[src/design/assert_macros.svh]
// Assertion macros shared by the deframer modules.
`ifndef ASSERT_MACROS_SVH
`define ASSERT_MACROS_SVH

// Concurrent check on the rising clock edge, quiet while reset is held.
`define ASSERT_CLK(label, prop, msg) \
    label: assert property (@(posedge clk) disable iff (!rst_n) (prop)) else $error(msg);

// Concurrent check that a condition never holds.
`define ASSERT_NEVER(label, cond, msg) \
    label: assert property (@(posedge clk) disable iff (!rst_n) !(cond)) else $error(msg);

`endif

[src/design/irdf_pkg.sv]
// Types and constants shared by the interleaved RTP deframer modules.
package irdf_pkg;

    localparam logic [7:0]  SYNC_BYTE     = 8'h24;
    localparam logic [23:0] RTP_HDR_BYTES = 24'd12;

    // Header position codes.
    localparam logic [4:0] POS_HUNT      = 5'd0;
    localparam logic [4:0] POS_CHANNEL   = 5'd1;
    localparam logic [4:0] POS_LEN_FIRST = 5'd4;
    localparam logic [4:0] POS_LEN_LAST  = 5'd7;
    localparam logic [4:0] POS_RTP_FIRST = 5'd8;
    localparam logic [4:0] POS_RTP_LAST  = 5'd19;
    localparam logic [4:0] POS_PAYLOAD   = 5'd20;
    localparam logic [4:0] POS_DROP      = 5'd21;
    localparam logic [4:0] POS_EXPECT    = 5'd22;

    // Offsets inside the RTP header.
    localparam logic [4:0] RTP_TYPE_OFS        = 5'd1;
    localparam logic [4:0] RTP_STAMP_FIRST_OFS = 5'd4;
    localparam logic [4:0] RTP_STAMP_LAST_OFS  = 5'd7;

    // Configuration register indexes.
    localparam logic [1:0] REG_MAX_LEN    = 2'd0;
    localparam logic [1:0] REG_VIDEO_TYPE = 2'd1;
    localparam logic [1:0] REG_AUDIO_TYPE = 2'd2;
    localparam logic [1:0] REG_AUDIO_SKIP = 2'd3;

    localparam logic [23:0] RST_MAX_LEN    = 24'd2764800;
    localparam logic [6:0]  RST_VIDEO_TYPE = 7'd96;
    localparam logic [6:0]  RST_AUDIO_TYPE = 7'd97;
    localparam logic [3:0]  RST_AUDIO_SKIP = 4'd4;

    localparam logic KIND_VIDEO = 1'b0;
    localparam logic KIND_AUDIO = 1'b1;

    typedef enum logic [1:0] {
        ST_DATA   = 2'd0,
        ST_REJECT = 2'd1,
        ST_SHORT  = 2'd2
    } status_t;

    typedef struct packed {
        logic [7:0] payload_byte;
        logic       stream_kind;
        logic [7:0] channel_id;
        logic       frame_start;
        logic       packet_last;
        status_t    status;
    } result_t;

endpackage

[src/design/irdf_parse.sv]
// Front part: per-byte header parser, classifier and configuration registers.
`include "assert_macros.svh"

module irdf_parse
(
    input  logic                 clk,
    input  logic                 rst_n,
    input  logic                 accept,
    input  logic [7:0]           data_byte,
    input  logic                 cfg_write,
    input  logic [1:0]           cfg_index,
    input  logic [23:0]          cfg_data,
    output logic                 push,
    output irdf_pkg::result_t    result
);
    import irdf_pkg::*;

    logic [23:0] max_len_reg;
    logic [6:0]  video_type_reg;
    logic [6:0]  audio_type_reg;
    logic [3:0]  audio_skip_reg;

    logic [4:0]  header_pos_reg, header_pos_next;
    logic [23:0] length_shift_reg, length_shift_next;
    logic [23:0] bytes_left_reg, bytes_left_next;
    logic [7:0]  channel_reg, channel_next;
    logic [6:0]  type_reg, type_next;
    logic [31:0] stamp_shift_reg, stamp_shift_next;
    logic [31:0] last_stamp_reg, last_stamp_next;
    logic        stamp_held_reg, stamp_held_next;
    logic [3:0]  skip_left_reg, skip_left_next;
    logic        start_pending_reg, start_pending_next;

    logic [31:0] len_word;
    logic [23:0] bytes_dec;
    logic [4:0]  rtp_ofs;
    logic        is_video;

    always_ff @(posedge clk or negedge rst_n)
    begin
        if (!rst_n)
        begin
            max_len_reg    <= RST_MAX_LEN;
            video_type_reg <= RST_VIDEO_TYPE;
            audio_type_reg <= RST_AUDIO_TYPE;
            audio_skip_reg <= RST_AUDIO_SKIP;
        end
        else if (cfg_write)
        begin
            unique case (cfg_index)
                REG_MAX_LEN:    max_len_reg    <= cfg_data;
                REG_VIDEO_TYPE: video_type_reg <= cfg_data[6:0];
                REG_AUDIO_TYPE: audio_type_reg <= cfg_data[6:0];
                REG_AUDIO_SKIP: audio_skip_reg <= cfg_data[3:0];
            endcase
        end
    end

    always_ff @(posedge clk or negedge rst_n)
    begin
        if (!rst_n)
        begin
            header_pos_reg    <= POS_HUNT;
            length_shift_reg  <= '0;
            bytes_left_reg    <= '0;
            channel_reg       <= '0;
            type_reg          <= '0;
            stamp_shift_reg   <= '0;
            last_stamp_reg    <= '0;
            stamp_held_reg    <= 1'b0;
            skip_left_reg     <= '0;
            start_pending_reg <= 1'b0;
        end
        else
        begin
            header_pos_reg    <= header_pos_next;
            length_shift_reg  <= length_shift_next;
            bytes_left_reg    <= bytes_left_next;
            channel_reg       <= channel_next;
            type_reg          <= type_next;
            stamp_shift_reg   <= stamp_shift_next;
            last_stamp_reg    <= last_stamp_next;
            stamp_held_reg    <= stamp_held_next;
            skip_left_reg     <= skip_left_next;
            start_pending_reg <= start_pending_next;
        end
    end

    // The four length bytes fully replace the word, so only three are kept.
    assign len_word  = {length_shift_reg, data_byte};
    assign bytes_dec = bytes_left_reg - {23'd0, (bytes_left_reg != '0)};
    assign rtp_ofs   = header_pos_reg - POS_RTP_FIRST;
    assign is_video  = (type_reg == video_type_reg);

    always_comb
    begin
        header_pos_next    = header_pos_reg;
        length_shift_next  = length_shift_reg;
        bytes_left_next    = bytes_left_reg;
        channel_next       = channel_reg;
        type_next          = type_reg;
        stamp_shift_next   = stamp_shift_reg;
        last_stamp_next    = last_stamp_reg;
        stamp_held_next    = stamp_held_reg;
        skip_left_next     = skip_left_reg;
        start_pending_next = start_pending_reg;
        push               = 1'b0;
        result             = '0;

        if (accept)
        begin
            priority if (header_pos_reg == POS_HUNT || header_pos_reg == POS_EXPECT)
            begin
                if (data_byte == SYNC_BYTE)
                begin
                    header_pos_next = POS_CHANNEL;
                end
                else if (header_pos_reg == POS_EXPECT)
                begin
                    header_pos_next    = POS_HUNT;
                    stamp_held_next    = 1'b0;
                    start_pending_next = 1'b0;
                    bytes_left_next    = '0;
                    push               = 1'b1;
                    result.status      = ST_REJECT;
                end
            end
            else if (header_pos_reg == POS_CHANNEL)
            begin
                channel_next    = data_byte;
                header_pos_next = header_pos_reg + 5'd1;
            end
            else if (header_pos_reg < POS_LEN_LAST)
            begin
                if (header_pos_reg >= POS_LEN_FIRST)
                begin
                    length_shift_next = {length_shift_reg[15:0], data_byte};
                end
                header_pos_next = header_pos_reg + 5'd1;
            end
            else if (header_pos_reg == POS_LEN_LAST)
            begin
                length_shift_next = len_word[23:0];
                if (len_word == '0 || len_word[31:24] != 8'd0 || len_word[23:0] > max_len_reg)
                begin
                    header_pos_next    = POS_HUNT;
                    stamp_held_next    = 1'b0;
                    start_pending_next = 1'b0;
                    bytes_left_next    = '0;
                    push               = 1'b1;
                    result.status      = ST_REJECT;
                end
                else
                begin
                    bytes_left_next = len_word[23:0];
                    if (len_word[23:0] < RTP_HDR_BYTES)
                    begin
                        header_pos_next   = POS_DROP;
                        push              = 1'b1;
                        result.channel_id = channel_reg;
                        result.status     = ST_SHORT;
                    end
                    else
                    begin
                        header_pos_next = POS_RTP_FIRST;
                    end
                end
            end
            else if (header_pos_reg <= POS_RTP_LAST)
            begin
                bytes_left_next = bytes_dec;
                if (rtp_ofs == RTP_TYPE_OFS)
                begin
                    type_next = data_byte[6:0];
                end
                if (rtp_ofs >= RTP_STAMP_FIRST_OFS && rtp_ofs <= RTP_STAMP_LAST_OFS)
                begin
                    stamp_shift_next = {stamp_shift_reg[23:0], data_byte};
                end
                if (header_pos_reg != POS_RTP_LAST)
                begin
                    header_pos_next = header_pos_reg + 5'd1;
                end
                else
                begin
                    // The timestamp is complete long before the last header byte.
                    if (is_video)
                    begin
                        if (!stamp_held_reg || stamp_shift_reg != last_stamp_reg)
                        begin
                            start_pending_next = 1'b1;
                        end
                        last_stamp_next = stamp_shift_reg;
                        stamp_held_next = 1'b1;
                        header_pos_next = POS_PAYLOAD;
                    end
                    else if (type_reg == audio_type_reg)
                    begin
                        skip_left_next  = audio_skip_reg;
                        header_pos_next = POS_PAYLOAD;
                    end
                    else
                    begin
                        header_pos_next = POS_DROP;
                    end
                    if (bytes_dec == '0)
                    begin
                        header_pos_next = POS_EXPECT;
                    end
                end
            end
            else if (header_pos_reg == POS_PAYLOAD || header_pos_reg == POS_DROP)
            begin
                if (bytes_left_reg == '0)
                begin
                    header_pos_next = POS_EXPECT;
                end
                else
                begin
                    bytes_left_next = bytes_dec;
                    if (bytes_dec == '0)
                    begin
                        header_pos_next = POS_EXPECT;
                    end
                    if (header_pos_reg == POS_PAYLOAD)
                    begin
                        if (is_video)
                        begin
                            start_pending_next  = 1'b0;
                            push                = 1'b1;
                            result.payload_byte = data_byte;
                            result.stream_kind  = KIND_VIDEO;
                            result.channel_id   = channel_reg;
                            result.frame_start  = start_pending_reg;
                            result.packet_last  = (bytes_dec == '0);
                            result.status       = ST_DATA;
                        end
                        else if (skip_left_reg != '0)
                        begin
                            skip_left_next = skip_left_reg - 4'd1;
                        end
                        else
                        begin
                            push                = 1'b1;
                            result.payload_byte = data_byte;
                            result.stream_kind  = KIND_AUDIO;
                            result.channel_id   = channel_reg;
                            result.packet_last  = (bytes_dec == '0);
                            result.status       = ST_DATA;
                        end
                    end
                end
            end
            else
            begin
                header_pos_next = POS_HUNT;
            end
        end
    end

    `ASSERT_CLK(a_reject_is_clean, push && result.status == ST_REJECT |-> result.channel_id == 8'd0 && result.payload_byte == 8'd0 && !stamp_held_next, "reject result carries data or keeps the held timestamp")
    `ASSERT_CLK(a_reject_hunts, push && result.status == ST_REJECT |=> header_pos_reg == POS_HUNT && bytes_left_reg == 24'd0, "parser did not return to hunting after a reject")
    `ASSERT_NEVER(a_push_only_on_accept, push && !accept, "result produced without an accepted byte")

endmodule

[src/design/irdf_queue.sv]
// Back part: short result queue that drives the output channel.
`include "assert_macros.svh"

module irdf_queue #(
    parameter int DEPTH = 4
)
(
    input  logic                 clk,
    input  logic                 rst_n,
    input  logic                 push,
    input  irdf_pkg::result_t    push_item,
    output logic                 full,
    output logic                 out_valid,
    input  logic                 out_stall,
    output irdf_pkg::result_t    out_item
);
    import irdf_pkg::*;

    localparam int PTR_W = (DEPTH > 1) ? $clog2(DEPTH) : 1;
    localparam int CNT_W = $clog2(DEPTH + 1);

    result_t           mem [DEPTH];
    logic [PTR_W-1:0]  wr_ptr_reg, wr_ptr_next;
    logic [PTR_W-1:0]  rd_ptr_reg, rd_ptr_next;
    logic [CNT_W-1:0]  count_reg, count_next;
    logic              pop;

    assign full      = (count_reg == CNT_W'(DEPTH));
    assign out_valid = (count_reg != '0);
    assign out_item  = mem[rd_ptr_reg];
    assign pop       = out_valid && !out_stall;

    always_comb
    begin
        wr_ptr_next = wr_ptr_reg;
        rd_ptr_next = rd_ptr_reg;
        count_next  = count_reg;
        if (push)
        begin
            wr_ptr_next = (wr_ptr_reg == PTR_W'(DEPTH - 1)) ? '0 : wr_ptr_reg + 1'b1;
        end
        if (pop)
        begin
            rd_ptr_next = (rd_ptr_reg == PTR_W'(DEPTH - 1)) ? '0 : rd_ptr_reg + 1'b1;
        end
        unique case ({push, pop})
            2'b10:   count_next = count_reg + 1'b1;
            2'b01:   count_next = count_reg - 1'b1;
            default: count_next = count_reg;
        endcase
    end

    always_ff @(posedge clk or negedge rst_n)
    begin
        if (!rst_n)
        begin
            wr_ptr_reg <= '0;
            rd_ptr_reg <= '0;
            count_reg  <= '0;
        end
        else
        begin
            wr_ptr_reg <= wr_ptr_next;
            rd_ptr_reg <= rd_ptr_next;
            count_reg  <= count_next;
        end
    end

    always_ff @(posedge clk)
    begin
        if (push)
        begin
            mem[wr_ptr_reg] <= push_item;
        end
    end

    `ASSERT_NEVER(a_no_overflow, push && full, "queue written while full")
    `ASSERT_CLK(a_count_drops_on_pop, pop && !push |=> count_reg == $past(count_reg) - 1'b1, "queue count did not fall after a pop")

endmodule

[src/design/interleaved_rtp_deframer_unit.sv]
// Top level of the interleaved RTP deframer: parser, result queue and port wiring.
//
//  channel | direction | handshake            | payload
//  input   | in        | in_valid / in_stall  | data_byte
//  output  | out       | out_valid / out_stall| payload_byte, stream_kind, channel_id,
//          |           |                      | frame_start, packet_last, status
//  config  | in        | cfg_write            | cfg_index, cfg_data
//
// One byte is taken per cycle while the queue is not full; the parser finishes each byte
// in the cycle it is accepted; its result reaches the output behind any earlier results.
// The result queue holds QUEUE_DEPTH transactions; in_stall rises only while it is full.
// Reset clears all parser state and loads the configuration defaults; no clearing pass.
module interleaved_rtp_deframer_unit #(
    parameter int QUEUE_DEPTH = 4
)
(
    input  logic        clk,
    input  logic        rst_n,
    input  logic        in_valid,
    output logic        in_stall,
    input  logic [7:0]  data_byte,
    output logic        out_valid,
    input  logic        out_stall,
    output logic [7:0]  payload_byte,
    output logic        stream_kind,
    output logic [7:0]  channel_id,
    output logic        frame_start,
    output logic        packet_last,
    output logic [1:0]  status,
    input  logic        cfg_write,
    input  logic [1:0]  cfg_index,
    input  logic [23:0] cfg_data
);
    import irdf_pkg::*;

    logic    queue_full;
    logic    accept;
    logic    push;
    result_t push_item;
    result_t out_item;

    assign in_stall = queue_full;
    assign accept   = in_valid && !queue_full;

    irdf_parse u_parse (
        .clk       (clk),
        .rst_n     (rst_n),
        .accept    (accept),
        .data_byte (data_byte),
        .cfg_write (cfg_write),
        .cfg_index (cfg_index),
        .cfg_data  (cfg_data),
        .push      (push),
        .result    (push_item)
    );

    irdf_queue #(
        .DEPTH (QUEUE_DEPTH)
    ) u_queue (
        .clk       (clk),
        .rst_n     (rst_n),
        .push      (push),
        .push_item (push_item),
        .full      (queue_full),
        .out_valid (out_valid),
        .out_stall (out_stall),
        .out_item  (out_item)
    );

    assign payload_byte = out_item.payload_byte;
    assign stream_kind  = out_item.stream_kind;
    assign channel_id   = out_item.channel_id;
    assign frame_start  = out_item.frame_start;
    assign packet_last  = out_item.packet_last;
    assign status       = out_item.status;

endmodule

[config.mk]
export PLATFORM = sky130hd
export DESIGN_NAME = interleaved_rtp_deframer_unit
export DESIGN_NICKNAME = d
export VERILOG_FILES = /design/src/design/irdf_pkg.sv /design/src/design/irdf_parse.sv /design/src/design/irdf_queue.sv /design/src/design/interleaved_rtp_deframer_unit.sv
export VERILOG_INCLUDE_DIRS = /design/src /design/src/design
export SDC_FILE = /design/constraint.sdc
export NUM_CORES = 1
export LEC_CHECK = 0
export BUFFER_PORTS_ARGS = -buffer_cell sky130_fd_sc_hd__clkbuf_2
export CELL_PAD_IN_SITES_DETAIL_PLACEMENT = 0
export CELL_PAD_IN_SITES_GLOBAL_PLACEMENT = 1
export CORE_MARGIN = 8
export CORE_UTILIZATION = 35
export DETAILED_ROUTE_END_ITERATION = 12
export PLACE_DENSITY_LB_ADDON = 0.1
export SLEW_MARGIN = 20
export SYNTH_ARGS = -nofsm -noshare
export SYNTH_HDL_FRONTEND = slang
export SYNTH_SLANG_ARGS = --single-unit
[constraint.sdc]
create_clock -name clk -period 5.64 [get_ports clk]
set_clock_uncertainty 0.1 [all_clocks]
set_input_delay 0.282 -clock clk [delete_from_list [all_inputs] [get_ports clk]]
set_output_delay 0.282 -clock clk [all_outputs]
set_load 0.1 [all_outputs]
==> results.sh, run 1 <==
export IMPL_cap_violations=0
export IMPL_synth_cells=1082
export IMPL_core_region_area_um2=37500
export IMPL_ios=62
export IMPL_relSlewSlack_pct=29.3
export IMPL_multi_input_area_um2=5690
export IMPL_crit_slowest_cell="or4_1"
export IMPL_drv_slew=0
export IMPL_insertion_delay_ns=0.56
export IMPL_vias_per_cell=5.08
export IMPL_yosysSeqAreaShare_pct=54.5
export IMPL_worst_path_stages=13
export IMPL_dr_pass1_iters=5
export IMPL_regArea_um2=7220
export IMPL_rr_startpoint="u_parse.bytes_left_reg[8]$_DFFE_PN0P_"
export IMPL_min_period_ns=4.86
export IMPL_cts_resized=0
export IMPL_finish_instance_area_um2=15400
export IMPL_fillCellCount=3631
export IMPL_via_count=8718
export IMPL_critPathArrivalTime_ns=5.02
export IMPL_area_growth_pct=16.6
export IMPL_finalHoldViolCount=0
export IMPL_ys_async_sr_fraction_pct=69.0
export IMPL_peakVddDrop_v=0.000236
export IMPL_synth_top_family_by_area="multiplexers"
export IMPL_period_share_pct=86.1
export IMPL_hp_start="out_stall"
export IMPL_cts_tree="built"
export IMPL_worstPathMaxFanout=10
export IMPL_wirelength_um=33900
export IMPL_grt_use_total_pct=15.4
export IMPL_start_kind="flip-flop"
export IMPL_clock_sinks=271
export IMPL_synth_xor_area_share_pct=4.30
export IMPL_tightest_slew_ns=1.06
export IMPL_cts_hold_buf=25
export IMPL_whs_endpoint="u_queue.rd_ptr_reg[0]$_DFFE_PN0P_"
export IMPL_r2r_slack_ns=0.78
export IMPL_postCtsSetupBuffers=0
export IMPL_ys_warn_count=0
export IMPL_synth_area_leaders="dfrtp_1, edfxtp_1, mux2_2"
export IMPL_critPathBufInv=1
export IMPL_whs_ns=0.0341
export IMPL_gp_congestion=0.829
export IMPL_antenna_found_initial=1
export IMPL_rr_endpoint="u_queue.mem[0][2]$_DFFE_PP_"
export IMPL_holdCritPathClass="in2reg"
export IMPL_drtAntennaViolNets=0
export IMPL_synth_fp_nets=1165
export IMPL_layout_drive_gt1_share_pct=23.1
export IMPL_synth_compound_area_share_pct=8.08
export IMPL_drtIter0Drc=438
export IMPL_ys_seq_elements=271
export IMPL_overflow=0
export IMPL_clockBufferDepth=3
export IMPL_finalCoreUtilization_pct=41.2
export IMPL_drc=0
export IMPL_fmax_ghz=0.206
export IMPL_crit_type="reg2reg"
export IMPL_worst_setup_path_end_kind="flip-flop"
export IMPL_grt_pass1_vias=8790
export IMPL_synth_top_area_share_pct=33.3
export IMPL_die_h_um=210
export IMPL_dieWidth_um=210
export IMPL_synth_top_area_cell="dfrtp_1"
export IMPL_crit_required_ns=5.80
export IMPL_hold_depth=3
export IMPL_cp_cell_sequence="nor4_4 -> nand2b_1 -> or4_1 -> ha_1 -> ha_1 -> nor3b_1 -> buf_4 -> nand2_1 -> xnor2_1 -> nor4_1 -> nand2_1 -> or3_1 -> nor4bb_1"
export IMPL_cts_made_buffers=31
export IMPL_syn_avg_cell_area_um2=12.2
export IMPL_r2r_cells=13
export IMPL_synthSimpleGateAreaFrac_pct=11.6
export IMPL_grt_max_degree=102
export IMPL_layout_common_cells="dfrtp_1, mux2_2, edfxtp_1, nand2_1, clkbuf_2"
export IMPL_synth_area_um2=13200
export IMPL_wire_per_inst_um=19.8
export IMPL_crit_family="simple AND/OR/NAND/NOR gates"
export IMPL_synth_cell_types=75
export IMPL_htree_num_levels=1
export IMPL_grt_pass1_wl_um=53600
export IMPL_hpwl_um=23300
export IMPL_finalSetupViolations=0
export IMPL_fin_nets=1263
export IMPL_p_leak_nw=6.53
export IMPL_dieArea_um2=44300
export IMPL_slowest_delay_ns=0.70
export IMPL_largest_reg_flops=84
export IMPL_rsz0062_at_grt="false"
export IMPL_layout_commonest_cell="dfrtp_1"
export IMPL_clkTransAtPathRegs_ns=0.06
export IMPL_synth_mux_area_share_pct=14.5
export IMPL_dpl_instance_area_um2=14200
export IMPL_synth_edf_count=84
export IMPL_p_per_area_nw_per_um2=488
export IMPL_synthAdderAreaFrac_pct=4.22
export IMPL_tns_ns=0
export IMPL_placementRows=71
export IMPL_initial_core_util_pct=35.3
export IMPL_ys_flop_type="dfrtp_1"
export IMPL_status="completed"
export IMPL_portBuffers=61
export IMPL_root_buffer="clkbuf_16"
metal layers:
layer  wire length (µm)  vias to the layer above  part of all wire, %  GRT usage (%)
met5                  0                        -                    0              0
met4                949                        0                  2.8           4.44
met3               1250                       47                  3.7           2.63
met2              15700                      140                   46           24.5
met1              16000                     4365                   47           21.4
li1                   -                     4166                    -              -
synthesized netlist by cell type (6+ instances only):
| cell | instances |
|---|---|
| xor2_1 | 23 |
| inv_1 | 45 |
| xnor2_1 | 42 |
| nand2_1 | 68 |
| nor4_1 | 27 |
| dfstp_2 | 11 |
| mux4_2 | 21 |
| dfrtp_1 | 176 |
| o21ai_0 | 48 |
| nor3b_1 | 6 |
| buf_2 | 7 |
| nor2_1 | 46 |
| o21ai_1 | 33 |
| nor2b_1 | 6 |
| or4_1 | 7 |
| ha_1 | 43 |
| and2_1 | 24 |
| a21oi_1 | 33 |
| clkbuf_1 | 30 |
| nand3_1 | 23 |
| nor3_1 | 26 |
| mux2_2 | 91 |
| mux2_1 | 34 |
| a22oi_1 | 15 |
| a31oi_1 | 6 |
| nand4_1 | 18 |
| edfxtp_1 | 84 |
kinds of logic after synthesis:
family	after synthesis
flops	271
fa+ha+maj	44
xor+xnor	65
compound gates	175
simple gates	286
mux	150
buf+inv	91
how the worst max path moves through the flow:
stage,startpoint,endpoint
final,u_parse.bytes_left_reg[8]$_DFFE_PN0P_,u_queue.mem[0][2]$_DFFE_PP_
after global routing,u_parse.bytes_left_reg[8]$_DFFE_PN0P_,u_queue.mem[3][2]$_DFFE_PP_
after CTS,u_parse.bytes_left_reg[8]$_DFFE_PN0P_,u_queue.mem[0][2]$_DFFE_PP_
after detailed placement,u_parse.bytes_left_reg[8]$_DFFE_PN0P_,u_queue.mem[0][2]$_DFFE_PP_
after global placement,u_parse.bytes_left_reg[8]$_DFFE_PN0P_,u_queue.mem[0][2]$_DFFE_PP_
after floorplan,u_queue.count_reg[1]$_DFFE_PN0P_,u_queue.count_reg[2]$_DFFE_PN0P_
where the power goes:
group          internal (W)  total (W)  leakage [nW]  switching (W)
Clock               0.00111    0.00190         0.466       0.000796
Combinational      0.000990    0.00280          2.82        0.00181
Sequential          0.00239    0.00283          3.24       0.000440
Total               0.00448    0.00753          6.53        0.00305
per-stage QoR:
step | std cells | worst slack [ns] | total power, W
6_report | 1715 | 0.782 | 0.00753
5_1_grt | 1714 | 0.543 | 0.00799
4_1_cts | 1714 | 0.850 | 0.00764
3_5_place_dp | 1633 | 0.874 | 0.00569
3_3_place_gp | 1633 | 0.978 | 0.00569
2_1_floorplan | 1082 | 0.955 | 0.00493
tightest hold or removal path, stage by stage:
cell,delay [ns]
clkbuf_2,0.08
nor2b_1,0.08
mux2_2,0.23
cell type report:
class	count	share of cell area, %
Sequential cell	271	46.8
Multi-Input combinational cell	720	36.9
Clock buffer	43	5.58
Timing Repair Buffer	109	4.78
Tap cell	511	4.14
Inverter	47	1.14
Clock inverter	13	0.673
Antenna cell	1	0.0162
Power figures use the tool's default switching activity.
==> inputs of run 2 (changes only) <==
Settings changed: GPL_TIMING_DRIVEN from default to 0.
Clock period 5.64 ns to 4.5 ns, I/O delays scaled along.
==> run 2 against run 1 <==
Routed wire length is 4.7% higher. Sequential share of layout area is 0.72 points lower. Critical path depth is 2 lower. Worst hold slack worse by 0.0090 ns. Design area is 1.6% higher. Flip-flop and latch count stayed put. Cell count is 1.5% higher. Via count is 2.9% higher. Die area stayed put. Sequential power is 23% higher. Critical path type unchanged. Critical endpoint is now u_parse.header_pos_reg[3]$_DFFE_PN0P_. Highest routed layer unchanged.
==> results.sh, run 2 (synthesis gave the netlist of run 1 again) <==
export IMPL_crit_required_ns=4.89
export IMPL_grt_pass1_vias=9317
export IMPL_r2r_cells=11
export IMPL_p_clk_share_pct=25.5
export IMPL_r2r_slack_ns=0.20
export IMPL_dieArea_um2=44300
export IMPL_grt_max_degree=76
export IMPL_cp_cell_sequence="nor4_4 -> nand2b_4 -> or4_4 -> ha_2 -> nor4b_2 -> or4_1 -> a2111o_1 -> a211oi_4 -> nand4b_4 -> a21oi_4 -> mux2i_2"
export IMPL_busiest_layer="met2"
export IMPL_finalSetupViolations=0
export IMPL_portBuffers=61
export IMPL_worst_setup_path_end_kind="flip-flop"
export IMPL_grt_util_met2_pct=25.5
export IMPL_layout_commonest_cell="dfrtp_1"
export IMPL_layout_drive_gt1_share_pct=23.2
export IMPL_critPathArrivalTime_ns=4.69
export IMPL_root_buffer="clkbuf_16"
export IMPL_grt_use_total_pct=16.2
export IMPL_layout_common_cells="dfrtp_1, mux2_2, edfxtp_1, nand2_1, clkbuf_2"
export IMPL_finalHoldViolCount=0
export IMPL_dr_pass1_iters=5
export IMPL_use_met3_pct=2.24
export IMPL_fin_cells=1741
export IMPL_crit_type="reg2reg"
export IMPL_ios=62
export IMPL_use_met1_pct=22.8
export IMPL_clkTransAtPathRegs_ns=0.06
export IMPL_dp_cells=1657
export IMPL_dieWidth_um=210
export IMPL_wire_per_inst_um=20.4
export IMPL_p_per_area_nw_per_um2=619
export IMPL_wirelength_um=35500
export IMPL_initial_core_util_pct=35.3
export IMPL_area_growth_pct=18.5
export IMPL_clockBufferDepth=3
export IMPL_crit_slowest_cell="or4_4"
export IMPL_drtAntennaViolNets=0
export IMPL_clock_sinks=271
export IMPL_holdCritPathClass="in2async"
export IMPL_core_region_area_um2=37500
export IMPL_htree_num_levels=1
export IMPL_p_comb_share_pct=38.7
export IMPL_start_kind="flip-flop"
export IMPL_period_share_pct=95.5
export IMPL_rsz0062_at_grt="false"
export IMPL_antenna_found_initial=4
export IMPL_drtIter0Drc=498
export IMPL_switching_share_pct=40.8
export IMPL_power_w=0.00970
export IMPL_cts_tree="built"
export IMPL_peakVddDrop_v=0.000270
export IMPL_seqPwrFrac_pct=35.9
export IMPL_min_period_ns=4.30
export IMPL_overflow=0
export IMPL_diodes=0
export IMPL_status="completed"
export IMPL_startpoint="u_parse.bytes_left_reg[8]$_DFFE_PN0P_"
export IMPL_tns_ns=0
export IMPL_rr_endpoint="u_parse.header_pos_reg[3]$_DFFE_PN0P_"
export IMPL_placementRows=71
export IMPL_p_int_w=0.00575
export IMPL_cap_violations=0
export IMPL_p_leak_nw=6.61
export IMPL_whs_ns=0.0251
export IMPL_drc=0
export IMPL_drv_slew=0
export IMPL_cts_made_buffers=31
export IMPL_gp_congestion=0.828
export IMPL_p_sw_w=0.00396
export IMPL_rr_startpoint="u_parse.bytes_left_reg[8]$_DFFE_PN0P_"
export IMPL_worstPathMaxFanout=10
export IMPL_via_count=8968
export IMPL_insertion_delay_ns=0.58
export IMPL_vias_per_cell=5.15
export IMPL_hpwl_um=24400
export IMPL_tightest_slew_ns=1.13
export IMPL_fmax_ghz=0.233
export IMPL_die_h_um=210
export IMPL_fin_nets=1288
export IMPL_grt_pass1_wl_um=56300
export IMPL_largest_reg_flops=84
export IMPL_relSlewSlack_pct=23.9
export IMPL_finalCoreUtilization_pct=41.8
export IMPL_slowest_delay_ns=0.61
==> run 2: cell types whose count changed in the layout (fill, tap and decap cells not counted), sizes merged <==
cell	change
clkbuf	+22
clkinv	+5
clkinvlp	-4
buf	-3
dlygate4sd3	+3
bufinv	+2
inv	+2
diode	-1
==> run 2: layout make-up <==
| class | instances | area, µm² |
|---|---|---|
| plain buffers | 38 | 161 |
| clock buffers | 40 | 810 |
| clock inverters | 18 | 183 |
| fillers | 3635 | 21800 |
| inverters | 47 | 176 |
| multi-input cells | 720 | 5780 |
| flip-flops and latches | 271 | 7220 |
| well taps | 511 | 639 |
| repair buffers | 96 | 707 |
==> run 2: power by group through the flow <==
stage | sequential, W | clock [W] | combinational, W
floorplan | 0.00332 | 0 | 0.00286
global placement | 0.00350 | 0 | 0.00366
detailed placement | 0.00350 | 0 | 0.00367
CTS | 0.00348 | 0.00257 | 0.00373
global route | 0.00355 | 0.00266 | 0.00411
finish | 0.00348 | 0.00247 | 0.00375
==> run 2: timing repair <==
action                     CTS  global route
gates resized for setup     13             9
pin swaps                    4             7
setup buffers                1             3
hold buffers                28             0
hold endpoints to repair   152             0
setup endpoints to repair    9            10
==> run 2: how the worst max path moves through the flow <==
stage / endpoint / cells past startpoint
finish: u_parse.header_pos_reg[3]$_DFFE_PN0P_ / 11
global placement: u_queue.mem[0][2]$_DFFE_PP_ / 15
floorplan: u_parse.header_pos_reg[0]$_DFFE_PN0P_ / 16
global route: u_parse.header_pos_reg[3]$_DFFE_PN0P_ / 11
detailed placement: u_queue.mem[0][2]$_DFFE_PP_ / 15
CTS: u_queue.mem[0][2]$_DFFE_PP_ / 13
==> run 2: metrics by stage <==
stage,cell area (µm²),setup slack (ns)
after floorplan,13200,0.349
after global placement,14200,-1.04
after detailed placement,14300,-0.953
after CTS,15600,0.00519
after global routing,15700,0.0165
final,15700,0.200
==> run 2: metal layers <==
| metal | share of wire [%] | routed length (µm) |
|---|---|---|
| met3 | 4.9 | 1730 |
| met2 | 45 | 16000 |
| met4 | 3.1 | 1090 |
| met5 | 0 | 0 |
| met1 | 47 | 16600 |
==> run 2: critical path: cells and delay by family, from the launching register on <==
kind	cells	cell delay [ns]
simple gates	6	2.07
compound gates	3	1.04
flops	1	0.49
mux	1	0.26
fa+ha+maj	1	0.24
==> inputs of run 3 (changes only) <==
Settings changed: ABC_AREA from default to 1, REMOVE_ABC_BUFFERS from default to 1.
Clock period 4.5 ns to 4.1 ns, I/O delays scaled along.
==> run 3 against run 2 <==
Die area grew 3.5%. Synthesized cell count grew 43%. Critical path depth grew 10.
==> results.sh, run 3 <==
export IMPL_rr_startpoint="u_parse.bytes_left_reg[14]$_DFFE_PN0P_"
export IMPL_vias_per_cell=4.78
export IMPL_ys_warn_count=0
export IMPL_crit_type="reg2reg"
export IMPL_ios=62
export IMPL_synth_cells=1544
export IMPL_die_h_um=214
export IMPL_peakVddDrop_v=0.000368
export IMPL_startpoint="u_parse.bytes_left_reg[14]$_DFFE_PN0P_"
export IMPL_p_leak_nw=7.02
export IMPL_synth_cell_types=54
export IMPL_start_kind="flip-flop"
export IMPL_clkTransAtPathRegs_ns=0.06
export IMPL_p_int_w=0.00582
export IMPL_fmax_ghz=0.270
export IMPL_seqPwrFrac_pct=35.5
export IMPL_ys_seq_elements=271
export IMPL_grt_use_total_pct=15.2
export IMPL_p_clk_share_pct=24.7
export IMPL_tightest_slew_ns=0.923
export IMPL_holdCritPathClass="in2async"
export IMPL_synth_top_area_share_pct=32.1
export IMPL_critPathArrivalTime_ns=4.13
export IMPL_min_period_ns=3.70
export IMPL_synth_top_area_cell="dfrtp_1"
export IMPL_dieWidth_um=214
export IMPL_hpwl_um=24500
export IMPL_worstPathMaxFanout=6
export IMPL_initial_core_util_pct=35.5
export IMPL_dr_pass1_iters=5
export IMPL_cts_made_buffers=31
export IMPL_dp_cells=2079
export IMPL_dieArea_um2=45900
export IMPL_cap_violations=0
export IMPL_synth_area_leaders="dfrtp_1, edfxtp_1, nand2_1"
export IMPL_fillCellCount=3943
export IMPL_finalSetupViolations=0
export IMPL_tns_ns=0
export IMPL_drtIter0Drc=579
export IMPL_period_share_pct=90.3
export IMPL_status="completed"
export IMPL_grt_pass1_vias=10400
export IMPL_crit_required_ns=4.52
export IMPL_syn_avg_cell_area_um2=8.90
export IMPL_layout_commonest_cell="nand2_1"
export IMPL_relSlewSlack_pct=38.5
export IMPL_drv_slew=0
export IMPL_cts_tree="built"
export IMPL_drc=0
export IMPL_largest_reg_flops=84
export IMPL_diodes=0
export IMPL_root_buffer="clkbuf_16"
export IMPL_wire_per_inst_um=16.4
export IMPL_core_region_area_um2=38700
export IMPL_portBuffers=61
export IMPL_yosysSeqAreaShare_pct=52.5
export IMPL_grt_pass1_wl_um=57200
export IMPL_drtAntennaViolNets=0
export IMPL_switching_share_pct=44.8
export IMPL_overflow=0
export IMPL_synth_most_common_cell="nand2_1"
export IMPL_fin_nets=1708
export IMPL_via_count=10300
export IMPL_ys_top_cells_by_count="nand2_1, o21ai_0, dfrtp_1, inv_1, nor2_1"
export IMPL_synth_area_um2=13700
export IMPL_dpl_instance_area_um2=14600
export IMPL_p_sw_w=0.00472
export IMPL_wirelength_um=35500
export IMPL_postCtsSetupBuffers=0
export IMPL_grt_max_degree=78
export IMPL_antenna_found_initial=0
export IMPL_synth_edf_count=84
export IMPL_rsz0062_at_grt="false"
export IMPL_clockBufferDepth=3
export IMPL_htree_num_levels=1
export IMPL_area_growth_pct=16.0
export IMPL_gp_congestion=0.825
export IMPL_layout_common_cells="nand2_1, o21ai_0, dfrtp_1, inv_1, nor2_1"
export IMPL_p_per_area_nw_per_um2=661
export IMPL_placementRows=72
export IMPL_fin_cells=2166
export IMPL_layout_drive_gt1_share_pct=13.7
export IMPL_worst_setup_path_end_kind="flip-flop"
export IMPL_p_comb_share_pct=39.8
export IMPL_multi_input_area_um2=5650
export IMPL_finalHoldViolCount=0
export IMPL_ys_flop_type="dfrtp_1"
export IMPL_ys_async_sr_fraction_pct=69.0
export IMPL_regArea_um2=7220
export IMPL_insertion_delay_ns=0.59
export IMPL_clock_sinks=271
export IMPL_finish_instance_area_um2=15900
## run 3: power by group through the flow
stage / sequential [W] / clock (W) / combinational (W)
2_1_floorplan: 0.00363 / 0 / 0.00319
3_3_place_gp: 0.00379 / 0 / 0.00411
3_5_place_dp: 0.00379 / 0 / 0.00420
4_1_cts: 0.00374 / 0.00268 / 0.00424
5_1_grt: 0.00382 / 0.00279 / 0.00465
6_report: 0.00374 / 0.00260 / 0.00419
## run 3: cell families after synthesis
logic type / after synthesis / share of synthesized area, %
DFF: 271 / 52.5
muxes: 3 / 0.246
adders and majority gates: 44 / 4.06
buffers and inverters: 235 / 6.91
AOI/OAI and AO/OA: 326 / 13.5
xor gates and xnor gates: 37 / 2.36
and+or+nand+nor: 628 / 20.4
## run 3: path summary, 6_finish.rpt
kind	cells past startpoint	end	slack [ns]
worst min register to register	1	u_queue.count_reg[0]$_DFFE_PN0P_	0.37
worst max-delay path	21	u_parse.header_pos_reg[3]$_DFFE_PN0P_	0.40
worst max register to register	21	u_parse.header_pos_reg[3]$_DFFE_PN0P_	0.40
min in group clk	3	u_parse.stamp_shift_reg[7]$_DFFE_PN0P_	0.08
worst min-delay path	2	u_parse.last_stamp_reg[21]$_DFFE_PN0P_	0.02
max in group asynchronous	4	u_parse.audio_skip_reg[2]$_DFFE_PN1P_	2.72
## run 3: what timing repair did
action	in CTS	in global routing
hold endpoints to repair	154	0
gates resized for setup	0	6
endpoints found under the setup margin	0	59
hold buffers	31	0
## run 3: worst max-delay path, stage by stage (launching register included)
cell	delay, ns
dfrtp_1	0.41
nor2_1	0.19
nand2_1	0.10
nor2_2	0.23
nand3_1	0.24
ha_2	0.32
ha_1	0.30
xnor2_1	0.22
nand3_1	0.11
nor2_1	0.12
nand2_1	0.14
nor2_1	0.14
nand3_1	0.12
nor2_2	0.13
nand2_2	0.10
nand2_1	0.08
nand2_1	0.05
nor2_2	0.15
nor2_4	0.09
nor2_4	0.14
nand3_1	0.09
nand2_1	0.06
## run 3: cell type report
cell class | count | share of cell area [%]
sequential | 271 | 45.3
multi-input combinational | 1038 | 35.5
clock buffer | 40 | 5.21
timing repair buffer | 100 | 4.88
inverter | 183 | 4.34
tap | 518 | 4.07
clock inverter | 16 | 0.723
## run 3: per-layer routing
layer  routed length, µm  vias to the layer above  part of all wire [%]  track usage [%]
li1                    -                     5270                     -                -
met3                1160                       50                   3.3             2.51
met1               17100                     4886                    48             20.7
met5                   0                        -                     0                0
met2               16500                      138                    46             25.2
met4                 680                        0                   1.9             3.52
## run 3: per-stage QoR
stage | power [W] | hold WS [ns] | setup slack, ns | utilization (%)
finish | 0.0105 | 0.0200 | 0.397 | 41.1
global route | 0.0113 | 0.0282 | 0.0989 | 41.1
CTS | 0.0107 | 0.0243 | 0.106 | 41.0
detailed placement | 0.00799 | 0.0733 | 0.123 | 37.8
global placement | 0.00790 | 0.321 | -3.39 | 37.3
floorplan | 0.00682 | -0.191 | -0.125 | -
